===== config.mk =====
export PLATFORM = sky130hd
export DESIGN_NAME = text_console_char_writer_flat
export DESIGN_NICKNAME = d
export VERILOG_FILES = /design/src/rtl/tcw_pkg.sv /design/src/rtl/tcw_interfaces.sv /design/src/rtl/text_console_char_writer.sv /design/src/flat_wrapper.sv
export VERILOG_INCLUDE_DIRS = /design/src /design/src/rtl
export SDC_FILE = /design/constraint.sdc
export NUM_CORES = 1
export LEC_CHECK = 0
export BUFFER_PORTS_ARGS = -buffer_cell sky130_fd_sc_hd__buf_2
export CAP_MARGIN = 20
export CORE_AREA = 4 4 178 180
export CTS_BUF_LIST = sky130_fd_sc_hd__clkbuf_8
export DETAILED_ROUTE_END_ITERATION = 8
export DIE_AREA = 0 0 182 184
export PLACE_DENSITY_LB_ADDON = 0.05
export SETUP_SLACK_MARGIN = 0.15
export SYNTH_ARGS = -nofsm -noshare
export SYNTH_HDL_FRONTEND = slang
export SYNTH_SLANG_ARGS = --single-unit
export TNS_END_PERCENT = 100

===== constraint.sdc =====
create_clock -name i_clk -period 11.3 [get_ports i_clk]
set_clock_uncertainty 0.15 [all_clocks]
set_input_delay 1.13 -clock i_clk [delete_from_list [all_inputs] [get_ports i_clk]]
set_output_delay 1.13 -clock i_clk [all_outputs]
set_load 0.03 [all_outputs]

===== src/rtl/text_console_char_writer_defines.svh =====
// Assertion macros shared by the console writer RTL.
`ifndef TEXT_CONSOLE_CHAR_WRITER_DEFINES_SVH
`define TEXT_CONSOLE_CHAR_WRITER_DEFINES_SVH

`ifndef NO_ASSERTIONS

// Same-cycle implication, checked at each rising edge outside reset.
`define TCW_ASSERT(lbl, clk, rst_n, ante, cons, msg) \
    lbl: assert property (@(posedge clk) disable iff (!rst_n) (ante) |-> (cons)) \
        else $error(msg);

// Next-cycle implication, checked at each rising edge outside reset.
`define TCW_ASSERT_NEXT(lbl, clk, rst_n, ante, cons, msg) \
    lbl: assert property (@(posedge clk) disable iff (!rst_n) (ante) |=> (cons)) \
        else $error(msg);

`else

`define TCW_ASSERT(lbl, clk, rst_n, ante, cons, msg)
`define TCW_ASSERT_NEXT(lbl, clk, rst_n, ante, cons, msg)

`endif

`endif


===== src/rtl/tcw_pkg.sv =====
// Types, register indexes, character codes and helpers of the console writer.
package tcw_pkg;

    // Configuration register index.
    typedef logic [1:0] t_cfg_index;

    localparam t_cfg_index CFG_COLUMNS   = 2'd0;
    localparam t_cfg_index CFG_ROWS      = 2'd1;
    localparam t_cfg_index CFG_ATTRIBUTE = 2'd2;

    // Reset values of the configuration registers.
    localparam logic [7:0] RST_COLUMNS   = 8'd80;
    localparam logic [7:0] RST_ROWS      = 8'd25;
    localparam logic [7:0] RST_ATTRIBUTE = 8'd7;

    // Command codes.
    localparam logic CMD_PUT_CHAR = 1'b0;
    localparam logic CMD_SET_POS  = 1'b1;

    // Character codes with special handling.
    localparam logic [7:0] CH_BACKSPACE  = 8'h08;
    localparam logic [7:0] CH_TAB        = 8'h09;
    localparam logic [7:0] CH_LINE_FEED  = 8'h0A;
    localparam logic [7:0] CH_CARRIAGE   = 8'h0D;
    localparam logic [7:0] CH_PRINT_LOW  = 8'h20;
    localparam logic [7:0] CH_PRINT_HIGH = 8'h7F;

    // Tab stops every eight columns.
    localparam int unsigned TAB_STOP = 8;
    localparam logic [8:0]  TAB_MASK = ~9'(TAB_STOP - 1);

    // A zero geometry value counts as one.
    function automatic logic [7:0] eff_size(input logic [7:0] size);
        return (size == 8'd0) ? 8'd1 : size;
    endfunction

    // Clamp a coordinate to the last cell below the limit.
    function automatic logic [7:0] clamp_to(input logic [7:0] v, input logic [7:0] limit);
        return (v >= limit) ? limit - 8'd1 : v;
    endfunction

endpackage


===== src/rtl/tcw_interfaces.sv =====
// Handshake channels of the console writer: input items, results, configuration writes.
interface tcw_item_if;
    logic       valid;
    logic       ready;
    logic       cmd;
    logic [7:0] char_code;
    logic [7:0] pos_x;
    logic [7:0] pos_y;

    modport source(output valid, cmd, char_code, pos_x, pos_y, input ready);
    modport sink(input valid, cmd, char_code, pos_x, pos_y, output ready);
endinterface

interface tcw_result_if;
    logic        valid;
    logic        ready;
    logic        write_enable;
    logic [15:0] write_address;
    logic [15:0] write_data;
    logic [15:0] cursor_index;

    modport source(output valid, write_enable, write_address, write_data, cursor_index,
                   input ready);
    modport sink(input valid, write_enable, write_address, write_data, cursor_index,
                 output ready);
endinterface

interface tcw_cfg_if;
    logic                valid;
    logic                ready;
    tcw_pkg::t_cfg_index index;
    logic [7:0]          data;

    modport source(output valid, index, data, input ready);
    modport sink(input valid, index, data, output ready);
endinterface


===== src/rtl/text_console_char_writer.sv =====
// Top level of the text console character writer.
//
//  Port       Dir  Carries
//  ---------  ---  -------------------------------------------------------
//  i_item     in   cmd, char_code, pos_x, pos_y (put character / set cursor)
//  o_result   out  write_enable, write_address, write_data, cursor_index
//  i_cfg      in   register index and data (columns, rows, attribute)
//
// One item per cycle is sustained while o_result is ready; an item passes through
// the input register, then the result register. The cursor update and both
// cell-index products sit between those registers. A stalled result holds the
// result register, which stalls the input register and then the input channel;
// configuration writes are always taken.
// Synchronous active-low reset restores the geometry, attribute and cursor.
`include "text_console_char_writer_defines.svh"

module text_console_char_writer (
    input  logic                i_clk,
    input  logic                i_rst_n,
    tcw_item_if.sink            i_item,
    tcw_result_if.source        o_result,
    tcw_cfg_if.sink             i_cfg
);

    // Configuration registers.
    logic [7:0] r_columns;
    logic [7:0] r_rows;
    logic [7:0] r_attribute;

    // Input register.
    logic       r_in_valid;
    logic       r_in_cmd;
    logic [7:0] r_in_char;
    logic [7:0] r_in_pos_x;
    logic [7:0] r_in_pos_y;

    // Cursor state.
    logic [7:0] r_col;
    logic [7:0] r_row;
    logic [7:0] n_col;
    logic [7:0] n_row;

    // Result register.
    logic        r_out_valid;
    logic        r_we;
    logic [15:0] r_addr;
    logic [15:0] r_data;
    logic [15:0] r_cursor;
    logic        n_we;
    logic [15:0] n_addr;
    logic [15:0] n_data;
    logic [15:0] n_cursor;

    // Pipeline control.
    logic w_advance;
    logic w_load_out;
    logic w_take_in;

    // Working values of the cursor update.
    logic [7:0] w_cols;
    logic [7:0] w_rows;
    logic [7:0] w_col0;
    logic [7:0] w_row0;
    logic [8:0] w_col_next;
    logic [8:0] w_row_inc;
    logic       w_new_line;

    assign w_advance  = !r_out_valid || o_result.ready;
    assign w_load_out = r_in_valid && w_advance;
    assign w_take_in  = i_item.valid && i_item.ready;

    assign i_item.ready = !r_in_valid || w_advance;
    assign i_cfg.ready  = 1'b1;

    // Configuration writes; indexes past the list are dropped.
    always_ff @(posedge i_clk) begin
        if (!i_rst_n) begin
            r_columns   <= tcw_pkg::RST_COLUMNS;
            r_rows      <= tcw_pkg::RST_ROWS;
            r_attribute <= tcw_pkg::RST_ATTRIBUTE;
        end else if (i_cfg.valid) begin
            case (i_cfg.index)
                tcw_pkg::CFG_COLUMNS:   r_columns   <= i_cfg.data;
                tcw_pkg::CFG_ROWS:      r_rows      <= i_cfg.data;
                tcw_pkg::CFG_ATTRIBUTE: r_attribute <= i_cfg.data;
                default: ;
            endcase
        end
    end

    // Input register: valid flag and payload.
    always_ff @(posedge i_clk) begin
        if (!i_rst_n) begin
            r_in_valid <= 1'b0;
        end else if (i_item.ready) begin
            r_in_valid <= i_item.valid;
        end
    end

    always_ff @(posedge i_clk) begin
        if (w_take_in) begin
            r_in_cmd   <= i_item.cmd;
            r_in_char  <= i_item.char_code;
            r_in_pos_x <= i_item.pos_x;
            r_in_pos_y <= i_item.pos_y;
        end
    end

    // Cursor update and result fields for the item in the input register.
    always_comb begin
        w_cols     = tcw_pkg::eff_size(r_columns);
        w_rows     = tcw_pkg::eff_size(r_rows);
        w_col0     = tcw_pkg::clamp_to(r_col, w_cols);
        w_row0     = tcw_pkg::clamp_to(r_row, w_rows);
        w_col_next = {1'b0, w_col0};
        w_row_inc  = {1'b0, w_row0} + 9'd1;
        w_new_line = 1'b0;
        n_we       = 1'b0;
        n_addr     = 16'd0;
        n_data     = 16'd0;
        n_col      = w_col0;
        n_row      = w_row0;

        if (r_in_cmd == tcw_pkg::CMD_SET_POS) begin
            n_col = tcw_pkg::clamp_to(r_in_pos_x, w_cols);
            n_row = tcw_pkg::clamp_to(r_in_pos_y, w_rows);
        end else begin
            if (r_in_char == tcw_pkg::CH_BACKSPACE) begin
                if (w_col0 != 8'd0) begin
                    w_col_next = {1'b0, w_col0} - 9'd1;
                end
            end else if (r_in_char == tcw_pkg::CH_TAB) begin
                w_col_next = ({1'b0, w_col0} + 9'(tcw_pkg::TAB_STOP)) & tcw_pkg::TAB_MASK;
            end else if (r_in_char == tcw_pkg::CH_CARRIAGE) begin
                w_col_next = 9'd0;
            end else if (r_in_char == tcw_pkg::CH_LINE_FEED) begin
                w_col_next = 9'd0;
                w_new_line = 1'b1;
            end else if (r_in_char >= tcw_pkg::CH_PRINT_LOW &&
                         r_in_char <= tcw_pkg::CH_PRINT_HIGH) begin
                n_we       = 1'b1;
                n_addr     = 16'(w_row0) * 16'(w_cols) + 16'(w_col0);
                n_data     = {r_attribute, r_in_char};
                w_col_next = {1'b0, w_col0} + 9'd1;
            end

            // Running off the right edge starts a new line.
            if (w_col_next >= {1'b0, w_cols}) begin
                w_col_next = 9'd0;
                w_new_line = 1'b1;
            end

            // Row wraps to the top at the bottom of the screen.
            if (w_new_line) begin
                n_row = (w_row_inc >= {1'b0, w_rows}) ? 8'd0 : w_row_inc[7:0];
            end
            n_col = w_col_next[7:0];
        end

        n_cursor = 16'(n_row) * 16'(w_cols) + 16'(n_col);
    end

    // Cursor state moves when an item passes into the result register.
    always_ff @(posedge i_clk) begin
        if (!i_rst_n) begin
            r_col <= 8'd0;
            r_row <= 8'd0;
        end else if (w_load_out) begin
            r_col <= n_col;
            r_row <= n_row;
        end
    end

    // Result register: valid flag and payload.
    always_ff @(posedge i_clk) begin
        if (!i_rst_n) begin
            r_out_valid <= 1'b0;
        end else if (w_advance) begin
            r_out_valid <= r_in_valid;
        end
    end

    always_ff @(posedge i_clk) begin
        if (w_load_out) begin
            r_we     <= n_we;
            r_addr   <= n_addr;
            r_data   <= n_data;
            r_cursor <= n_cursor;
        end
    end

    assign o_result.valid         = r_out_valid;
    assign o_result.write_enable  = r_we;
    assign o_result.write_address = r_addr;
    assign o_result.write_data    = r_data;
    assign o_result.cursor_index  = r_cursor;

    // An item leaving the input register always shows up as a result.
    `TCW_ASSERT_NEXT(a_load_gives_result, i_clk, i_rst_n, w_load_out, r_out_valid,
                     "item lost between registers")

    // The stored column stays on the screen that was in force at the update.
    `TCW_ASSERT_NEXT(a_col_on_screen, i_clk, i_rst_n, w_load_out, r_col < $past(w_cols),
                     "cursor column off screen")

    // A cell write carries a printable character.
    `TCW_ASSERT(a_write_printable, i_clk, i_rst_n, r_out_valid && r_we,
                r_data[7:0] >= tcw_pkg::CH_PRINT_LOW && r_data[7] == 1'b0,
                "non-printable character written")

    // Results without a write carry zero address and data.
    `TCW_ASSERT(a_idle_fields_zero, i_clk, i_rst_n, r_out_valid && !r_we,
                r_addr == 16'd0 && r_data == 16'd0, "stray write fields")

endmodule

===== src/flat_wrapper.sv =====
// flat-port wrapper written by rule: the top's interface ports become plain ports
module text_console_char_writer_flat 
  (i_clk, i_rst_n, i_item_valid, i_item_cmd, i_item_char_code, i_item_pos_x, i_item_pos_y, i_item_ready, o_result_valid, o_result_write_enable, o_result_write_address, o_result_write_data, o_result_cursor_index, o_result_ready, i_cfg_valid, i_cfg_index, i_cfg_data, i_cfg_ready);
  tcw_item_if i_item_i ();
  tcw_result_if o_result_i ();
  tcw_cfg_if i_cfg_i ();
  input  logic i_clk;
  input  logic i_rst_n;
  input wire logic [$bits(i_item_i.valid)-1:0] i_item_valid;
  input wire logic [$bits(i_item_i.cmd)-1:0] i_item_cmd;
  input wire logic [$bits(i_item_i.char_code)-1:0] i_item_char_code;
  input wire logic [$bits(i_item_i.pos_x)-1:0] i_item_pos_x;
  input wire logic [$bits(i_item_i.pos_y)-1:0] i_item_pos_y;
  output wire logic [$bits(i_item_i.ready)-1:0] i_item_ready;
  output wire logic [$bits(o_result_i.valid)-1:0] o_result_valid;
  output wire logic [$bits(o_result_i.write_enable)-1:0] o_result_write_enable;
  output wire logic [$bits(o_result_i.write_address)-1:0] o_result_write_address;
  output wire logic [$bits(o_result_i.write_data)-1:0] o_result_write_data;
  output wire logic [$bits(o_result_i.cursor_index)-1:0] o_result_cursor_index;
  input wire logic [$bits(o_result_i.ready)-1:0] o_result_ready;
  input wire logic [$bits(i_cfg_i.valid)-1:0] i_cfg_valid;
  input wire logic [$bits(i_cfg_i.index)-1:0] i_cfg_index;
  input wire logic [$bits(i_cfg_i.data)-1:0] i_cfg_data;
  output wire logic [$bits(i_cfg_i.ready)-1:0] i_cfg_ready;
  assign i_item_i.valid = i_item_valid;
  assign i_item_i.cmd = i_item_cmd;
  assign i_item_i.char_code = i_item_char_code;
  assign i_item_i.pos_x = i_item_pos_x;
  assign i_item_i.pos_y = i_item_pos_y;
  assign i_item_ready = i_item_i.ready;
  assign o_result_valid = o_result_i.valid;
  assign o_result_write_enable = o_result_i.write_enable;
  assign o_result_write_address = o_result_i.write_address;
  assign o_result_write_data = o_result_i.write_data;
  assign o_result_cursor_index = o_result_i.cursor_index;
  assign o_result_i.ready = o_result_ready;
  assign i_cfg_i.valid = i_cfg_valid;
  assign i_cfg_i.index = i_cfg_index;
  assign i_cfg_i.data = i_cfg_data;
  assign i_cfg_ready = i_cfg_i.ready;
  text_console_char_writer u_core (.i_clk(i_clk), .i_rst_n(i_rst_n), .i_item(i_item_i), .o_result(o_result_i), .i_cfg(i_cfg_i));
endmodule

# [Yosys cells after proc, flatten, opt, wreduce, memory -nomap -nowiden]
# Index checks and enable logic that the tools add are counted.
[totals] inputBits=40 regBits=116 wordCells=81
[op_classes] mul=2 reduce_logical=16 n_lt_le_gt_ge=8 eq_ne=6 n_bitwise=1 add_sub_neg=8 mux=25
[op_table] cell="$mux 8" count=11
[op_table] cell="$mux 9" count=7
[op_table] cell="$add 16x8->16" count=2
[op_table] cell="$eq 8x4->1 const B" count=4
[op_table] cell="$ge 8x8->1" count=4
[op_table] cell="$mul 8x8->16" count=2
[op_table] cell="$add 8x1->9 const B" count=2
[op_table] cell="$ge 9x8->1" count=2
[op_table] cell="$logic_not 8->1" count=2
[op_table] cell="$sub 8x1->8 const B" count=2
[op_table] cell="$add 8x4->9 const B" count=1
[op_table] cell="$sub 8x1->9 const B" count=1
[op_table] cell="$ge 8x6->1 const B" count=1
[op_table] cell="$le 8x7->1 const B" count=1
[op_table] cell="$reduce_bool 8->1" count=1
[op_table] cell="$mux 1" count=7
[op_table] cell="$reduce_and 2->1" count=3
[op_table] cell="$reduce_or 6->1" count=1
[op_table] cell="$reduce_or 5->1" count=1
[op_table] cell="$logic_and 1x1->1" count=3
[op_table] cell="$eq 2x1->1 const B" count=1
[op_table] cell="$eq 2x2->1 const B" count=1
[op_table] cell="$logic_not 1->1" count=2
[op_table] cell="$logic_not 2->1" count=1
[op_table] cell="2 further kinds" count=3

# [Depth between registers and ports, before layout]
# Gate-level depths: netlist of the first run.
[logic_depth] depth_word=18 ltp_mapped=46 ltp_nobuf=41

# [Least setup slack after synthesis of the first run]
# No wires, ideal clock.
[synth_timing] kind="reg-to-reg" startpoint="register u_core.r_columns[4]" endpoint="register u_core.r_cursor[15], in the netlist u_core.o_result.cursor_index[15] (data pin)" setup_time_ns=0.260 period_less_slack_ns=10.342 n_path_buf=5 arrival_time_ns=9.932 path_slack_ns=0.958 path_stages_with_launch=44 required_time_ns=10.890 cell_sequence="dfxtp_1 -> clkbuf_1 -> nor4_1 -> a21o_1 -> clkbuf_1 -> clkbuf_1 -> ha_1 -> nor2b_1 -> o21ai_1 -> a21o_1 -> buf_2 -> buf_1 -> a21oi_1 -> inv_1 -> ha_1 -> o311ai_0 -> nor4b_2 -> a32o_1 -> [... 8 more ...] -> nor3_1 -> o21ai_0 -> and2_1 -> fa_1 -> inv_1 -> fa_1 -> inv_1 -> fa_1 -> fa_1 -> inv_1 -> ha_1 -> o21ai_0 -> a21boi_0 -> o21ai_0 -> a21oi_1 -> o2111ai_1 -> a31oi_1 -> xnor2_1"
[synth_between] elab_chain_cells=18 word_cells_on_any_way=27 cone_classes="5 x add/sub; 1 x mul; 3 x order compare; 16 x mux; 2 x reduce/logical"
[synth_lines] element="from (decl)" line="text_console_char_writer.sv:26" rtl="logic [7:0] r_columns;"
[synth_lines] element="from (signal assigned)" line="text_console_char_writer.sv:78" rtl="r_columns <= tcw_pkg::RST_COLUMNS;"
[synth_lines] element="from (signal assigned)" line="text_console_char_writer.sv:83" rtl="tcw_pkg::CFG_COLUMNS: r_columns <= i_cfg.data;"
[synth_lines] element="$logic_not 8->1" line="tcw_pkg.sv:34" rtl="return (size == 8'd0) ? 8'd1 : size;"
[synth_lines] element="$mux 8 *" line="tcw_pkg.sv:34"
[synth_lines] element="$sub 8x1->8 or $ge 8x8->1 (tied branches)" line="tcw_pkg.sv:39" rtl="return (v >= limit) ? limit - 8'd1 : v;"
[synth_lines] element="$mux 8" line="tcw_pkg.sv:39"
[synth_lines] element="$add 8x1->9" line="text_console_char_writer.sv:144" rtl="w_col_next = {1'b0, w_col0} + 9'd1;"
[synth_lines] element="$mux 9" line="text_console_char_writer.sv:139" rtl="end else if (r_in_char >= tcw_pkg::CH_PRINT_LOW &&"
[synth_lines] element="$mux 9" line="text_console_char_writer.sv:136" rtl="end else if (r_in_char == tcw_pkg::CH_LINE_FEED) begin"
[synth_lines] element="$mux 9" line="text_console_char_writer.sv:134" rtl="end else if (r_in_char == tcw_pkg::CH_CARRIAGE) begin"
[synth_lines] element="[... 3 more ...]"
[synth_lines] element="$ge 9x8->1" line="text_console_char_writer.sv:148" rtl="if (w_col_next >= {1'b0, w_cols}) begin"
[synth_lines] element="$mux 1" line="text_console_char_writer.sv:148"
[synth_lines] element="$mux 1" line="text_console_char_writer.sv:124" rtl="if (r_in_cmd == tcw_pkg::CMD_SET_POS) begin"
[synth_lines] element="$mux 8" line="text_console_char_writer.sv:154" rtl="if (w_new_line) begin"
[synth_lines] element="$mux 8" line="text_console_char_writer.sv:124"
[synth_lines] element="$mul 8x8->16" line="text_console_char_writer.sv:160" rtl="n_cursor = 16'(n_row) * 16'(w_cols) + 16'(n_col);"
[synth_lines] element="$add 16x8->16 *" line="text_console_char_writer.sv:160"
[synth_lines] element="via u_core.n_cursor[15]" line="text_console_char_writer.sv:52" rtl="logic [15:0] n_cursor;"
[synth_lines] element="to (signal assigned)" line="text_console_char_writer.sv:188" rtl="r_cursor <= n_cursor;"
[synth_lines] element="to (decl)" line="text_console_char_writer.sv:48" rtl="logic [15:0] r_cursor;"
# Mark *: on every way through the listed nets, which the timed path passes. The rest lies on a longest branch. The select of a mux whose other input is x is not followed.
# A chain may end at the register's enable or synchronous reset.

# [Worst setup path after layout of the first run]
[layout_timing] startpoint="register u_core.r_columns[1]" endpoint="register u_core.r_cursor[13], in the netlist u_core.o_result.cursor_index[13] (data pin)"
# Same word-level chain as after synthesis.

==> metrics.cfg, run 1 <==
[pwr]
p_leak_nw=6.188
pwr-share-comb=0.442
switching_power_mw=0.6807
p_clk_frac=0.238
ir_drop_v=0.00005403
power_mw=1.613
switching_share=0.4221
power.density_mw_per_mm2=120.5
p_int_mw=0.9321
pwr-share-seq=0.321

[routing]
drt-initial-drc-count=685
num_vias=9771
post_drt_wl_per_cell_um=20.35
viasPerCell=5.431
drcViolationCount=0
firstDrtPassIters=5
drtAntennaViolNets=0
routed_wl_um=36610

[place]
dpl_cell_area_sq_mm=0.01297
globalplace.congestion=0.8968
pre_cts_slack_ns=0.7290
dp_hpwl_um=28540
io_buffer_count=90

[global_route]
use_met3=0.02651
gr-usage-met2=0.3873
use_met1=0.2995
grt_start_max_net_pins=72
grt_pass1_vias=10080
grt_overflow_total=0
grt_use_total=0.2254
antenna_found_initial=0
busiest_layer=met2
grt_pass1_wl_um=57950

[critical_path]
crit_top_cell=ha_1
critPathLaunchType=register
endpoint_kind=register
slowest_delay_ns=0.64
crit_type=reg2reg
timing.critical_path.required_ns=11.37
crit_arrival_ns=10.50
slowest_stage=dfxtp_1
path_max_fanout=12

[final_layout]
fillers=3029
diodes=0
area_delta_synth_final_pct=12.59
layout-drive-gt1-share=0.1554
nNetsFinal=1646
design_area_sq_mm=0.01338
finish.utilization=0.4432

[clock_tree]
numCtsBuffers=17
clkLatencyLatePin_ns=0.48
cts.clk_slew.worst_paths_ns=0.08
htreeDepth=4
cts_hold_buf=0
root_buffer=clkbuf_8
cts.path.max_buffers=2
cts_tree=built
cts_sinks=116

[yosys]
yosysTopAreaCellShare=0.1870
synth.most_common_cell=inv_1
synth_area_leaders=edfxtp_1 (19%), fa_1 (15%), ha_1 (13%)
synth_cell_types=84
yosys_warnings=0
synth_commonest_cells=inv_1 (176), ha_1 (128), nand2_1 (91)
synth-edff-count=74
async_flop_share=0
syn_inst=1279
seq_area_frac_synth=0.2577
ys.flop_type=edfxtp_1
synth_area_leader_cell=edfxtp_1
syn_avg_cell_area_sq_um=9.292
syn-num-nets=1535
syn_area_sq_mm=0.01188
ys_ff_latch=116

[sta]
relSlewSlack=0.3340
tightest_slew_ns=0.9712
fin_crit_ns=10.43
finalMaxSlewViolations=0
finalSetupTns_ns=0
layout_setup_ws_ns=0.8687
max_freq_mhz=95.87
finalSetupViolCount=0
rsz0062_at_grt=no
hold_viol=0
post-route-period-util=0.9231

[die]
die_area_sq_mm=0.03349
dieHeight_um=184
io_pins=92
rows=64
initial_core_util=0.3937
core_area_sq_mm=0.03019
die_x_um=182

[run_status]
status=finished, final reports clean

[hold_path]
hold_path_class=reg2reg

[run]
maxCapViolations=0

## critical path: cells and delay by family (launching register included)
kind                       cells  cell delay (ns)
AOI/OAI and AO/OA             18             4.17
xor gates and xnor gates       1             0.16
adders and majority gates      8             2.98
buffers and inverters          4             0.26
DFF                            1             0.64
and+or+nand+nor                8             1.81
## kinds of logic after synthesis
family | count (synthesis) | share of synthesized area
XOR/XNOR | 31 | 0.02285
multiplexers | 53 | 0.04748
adder cells (fa/ha/maj) | 216 | 0.2830
AO/OA/AOI/OAI | 291 | 0.1708
buffers and inverters | 226 | 0.07359
flip-flops | 116 | 0.2577
AND/OR/NAND/NOR | 344 | 0.1439
other | 2 | 0.0006319
## cell usage in the layout, fill, tap and decap left out, types with 8 or more instances in the layout
cell type and instances:
a211oi_1 21, a21o_1 22, a21oi_1 72, a31oi_1 12, and2_1 51, and3_1 14
buf_2 90, buf_4 49, clkbuf_8 17, dfxtp_1 41, edfxtp_1 74, fa_1 88
ha_1 128, inv_1 175, mux2_2 17, mux2i_1 35, nand2_1 91, nand2b_1 13
nand3_1 21, nor2_1 78, nor3_1 34, o211ai_1 18, o21a_1 8, o21ai_0 53
o31ai_1 9, or3_1 13, xnor2_1 21, xor2_1 10
## final timing paths
kind	startpoint	slack (ns)	to	depth (start not counted)
setup / recovery	u_core.r_columns[1]	0.87	u_core.o_result.cursor_index[13]	39
hold / removal	u_core.r_attribute[1]	0.32	u_core.r_attribute[1]	2
setup reg to reg	u_core.r_columns[1]	0.87	u_core.o_result.cursor_index[13]	39
hold reg to reg	u_core.r_attribute[1]	0.32	u_core.r_attribute[1]	2
## metal layers
metal	vias to the layer above	wire, um
li1	4695	-
met1	4759	16430
met2	267	17870
met3	50	1450
met4	0	858
met5	-	0
## repair_timing
item,4_1_cts,5_1_grt
resized for setup,0,3
setup buffers,0,4
endpoints found under the setup margin,0,5
## state kept, by name (all words and copies together) (netlist names), 8 cells and up
register,cells
u_core.r_row,8
u_core.r_in_pos_y,8
u_core.o_result.cursor_index,16
u_core.r_in_pos_x,8
u_core.o_result.write_data,16
u_core.r_attribute,8
u_core.r_col,8
u_core.r_rows,8
u_core.r_columns,8
u_core.r_in_char,8
u_core.o_result.write_address,16
## metrics by stage
step | std cells | hold slack, ns
global route | 1799 | 0.3405
detailed placement | 1763 | 0.3081
floorplan | 1279 | 0.2860
finish | 1799 | 0.3248
global placement | 1763 | 0.3042
CTS | 1795 | 0.3289
## power by group through the flow
| stage | clock network, mW | logic, mW | registers [mW] |
|---|---|---|---|
| 2_1_floorplan | 0 | 0.479 | 0.561 |
| 3_3_place_gp | 0 | 0.715 | 0.527 |
| 3_5_place_dp | 0 | 0.711 | 0.527 |
| 4_1_cts | 0.397 | 0.718 | 0.517 |
| 5_1_grt | 0.416 | 0.817 | 0.521 |
| 6_report | 0.383 | 0.712 | 0.517 |
## final cells by class
cell class	count	area, sq um	share of cell area
clock buffer	17	234.0	0.01749
clock inverter	15	133.9	0.01001
inverter	179	676.9	0.05059
multi-input combinational	937	7958	0.5947
sequential	116	3064	0.2290
tap	396	495.5	0.03703
timing repair buffer	139	818.3	0.06116
Power figures use the tool's default switching activity.
==> inputs of run 2 (changes only) <==
--- a/config.mk
+++ b/config.mk
@@ -7,11 +7,10 @@
 export NUM_CORES = 1
 export LEC_CHECK = 0
 export BUFFER_PORTS_ARGS = -buffer_cell sky130_fd_sc_hd__buf_2
-export CAP_MARGIN = 20
-export CORE_AREA = 4 4 178 180
+export CORE_AREA = 2 2 176 178
 export CTS_BUF_LIST = sky130_fd_sc_hd__clkbuf_8
 export DETAILED_ROUTE_END_ITERATION = 8
-export DIE_AREA = 0 0 182 184
+export DIE_AREA = 0 0 178 180
 export PLACE_DENSITY_LB_ADDON = 0.05
 export SETUP_SLACK_MARGIN = 0.15
 export SYNTH_ARGS = -nofsm -noshare
==> run 2 against run 1 <==
Sequential power barely moved. Fmax is 1.4% higher. Via count is 0.17% higher. Power is essentially flat. Wire length is 0.48% lower. Global-route usage up 1.4 points. Final area is 0.30% lower. Critical path depth down 1. Register-to-register slack better by 0.14 ns. Flip-flop and latch count stayed put. Die area decreased by 4.3%.
==> metrics.cfg, run 2 (synthesized netlist as in run 1, its figures left out) <==
[die]
io_pins=92
rows=64
core_area_sq_mm=0.03019
die_x_um=178
dieHeight_um=180
die_area_sq_mm=0.03204
initial_core_util=0.3937

[routing]
viasPerCell=5.456
drt-initial-drc-count=702
num_vias=9788
drcViolationCount=0
routed_wl_um=36430
firstDrtPassIters=5
post_drt_wl_per_cell_um=20.31
drtAntennaViolNets=0

[sta]
finalMaxSlewViolations=0
finalSetupTns_ns=0
relSlewSlack=0.3011
tightest_slew_ns=1.048
post-route-period-util=0.9103
finalSetupViolCount=0
max_freq_mhz=97.21
fin_crit_ns=10.29
rsz0062_at_grt=no
hold_viol=0

[pwr]
power.density_mw_per_mm2=120.9
p_int_mw=0.9347
p_clk_frac=0.240
switching_share=0.4205
p_leak_nw=6.172
pwr-share-seq=0.321
ir_drop_v=0.00005920
power_mw=1.613
pwr-share-comb=0.439
switching_power_mw=0.6781

[final_layout]
layout-drive-gt1-share=0.1516
layout_common_cells=inv_1 (177), ha_1 (128), nand2_1 (91), buf_2 (90), fa_1 (88)
finish.utilization=0.4419
fillers=3022
layout_commonest_cell=inv_1
nNetsFinal=1641
multiInputGateArea_sq_mm=0.007963
diodes=0
final_cells=1794
layout.area.seq_sq_mm=0.003064
area_delta_synth_final_pct=12.26

[place]
io_buffer_count=90
globalplace.congestion=0.9279
dp_hpwl_um=28300
dp_cells=1762

[critical_path]
slowest_delay_ns=0.55
slowest_stage=fa_1
crit_top_cell=inv_1
crit_type=reg2reg
path_max_fanout=16
timing.critical_path.required_ns=11.37
crit_arrival_ns=10.36
endpoint_kind=register
critPathLaunchType=register

[run_status]
status=finished, final reports clean

[clock_tree]
htreeDepth=4
cts_setup_buffers=0
cts_tree=built
cts.path.max_buffers=2
cts.clk_slew.worst_paths_ns=0.08
root_buffer=clkbuf_8
numCtsBuffers=17
cts_hold_buf=0
clkLatencyLatePin_ns=0.48
cts_sinks=116
ctsResizeCount=0

[global_route]
grt_start_max_net_pins=42
antenna_found_initial=1
grt_use_total=0.2392
grt_pass1_wl_um=57940
grt_pass1_vias=10130
grt_overflow_total=0

[hold_path]
hold_path_class=reg2reg

[run]
maxCapViolations=0

[run 2: power by group through the flow]
| stage | Clock [mW] | Combinational [mW] | Sequential, mW |
|---|---|---|---|
| 2_1_floorplan | 0 | 0.479 | 0.561 |
| 6_report | 0.387 | 0.708 | 0.517 |
| 3_3_place_gp | 0 | 0.708 | 0.527 |
| 3_5_place_dp | 0 | 0.707 | 0.527 |
| 5_1_grt | 0.413 | 0.813 | 0.522 |
| 4_1_cts | 0.398 | 0.714 | 0.517 |
[run 2: metrics by stage]
step	worst slack [ns]	instance area (sq um)	hold slack (ns)
global route	0.1787	13340	0.3668
CTS	0.9648	13330	0.3332
detailed placement	1.056	12960	0.3112
finish	1.013	13340	0.3261
global placement	1.080	12960	0.2999
floorplan	0.9583	11880	0.2860
[run 2: path summary, 6_finish.rpt]
check / startpoint / to / slack [ns] / depth (start not counted)
worst max-delay path: u_core.r_columns[6] / u_core.o_result.cursor_index[15] / 1.01 / 38
worst min-delay path: u_core.r_attribute[0] / u_core.r_attribute[0] / 0.33 / 2
worst min register to register: u_core.r_attribute[0] / u_core.r_attribute[0] / 0.33 / 2
worst max register to register: u_core.r_columns[6] / u_core.o_result.cursor_index[15] / 1.01 / 38
[run 2: area by class of cell]
type / count / area share
clock buffers: 18 / 0.01857
clock inverters: 14 / 0.008723
inverters: 179 / 0.05046
multi-input cells: 937 / 0.5969
flip-flops and latches: 116 / 0.2297
well taps: 396 / 0.03714
repair buffers: 134 / 0.05853
[run 2: critical path: cells and delay by family, from the launching register on]
family                     cells  cell delay, ns
xor gates and xnor gates       1            0.15
adders and majority gates      8            3.21
AOI/OAI and AO/OA             17            3.39
buffers and inverters          6            0.68
DFF                            1            0.37
and+or+nand+nor                6            2.04
[run 2: layer usage]
| metal | vias to the layer above | track usage | routed length [um] |
|---|---|---|---|
| li1 | 4689 | - | - |
| met2 | 250 | 0.3950 | 17160 |
| met4 | 0 | 0.08525 | 1141 |
| met5 | - | 0 | 0 |
| met3 | 63 | 0.03532 | 1496 |
| met1 | 4786 | 0.3170 | 16630 |
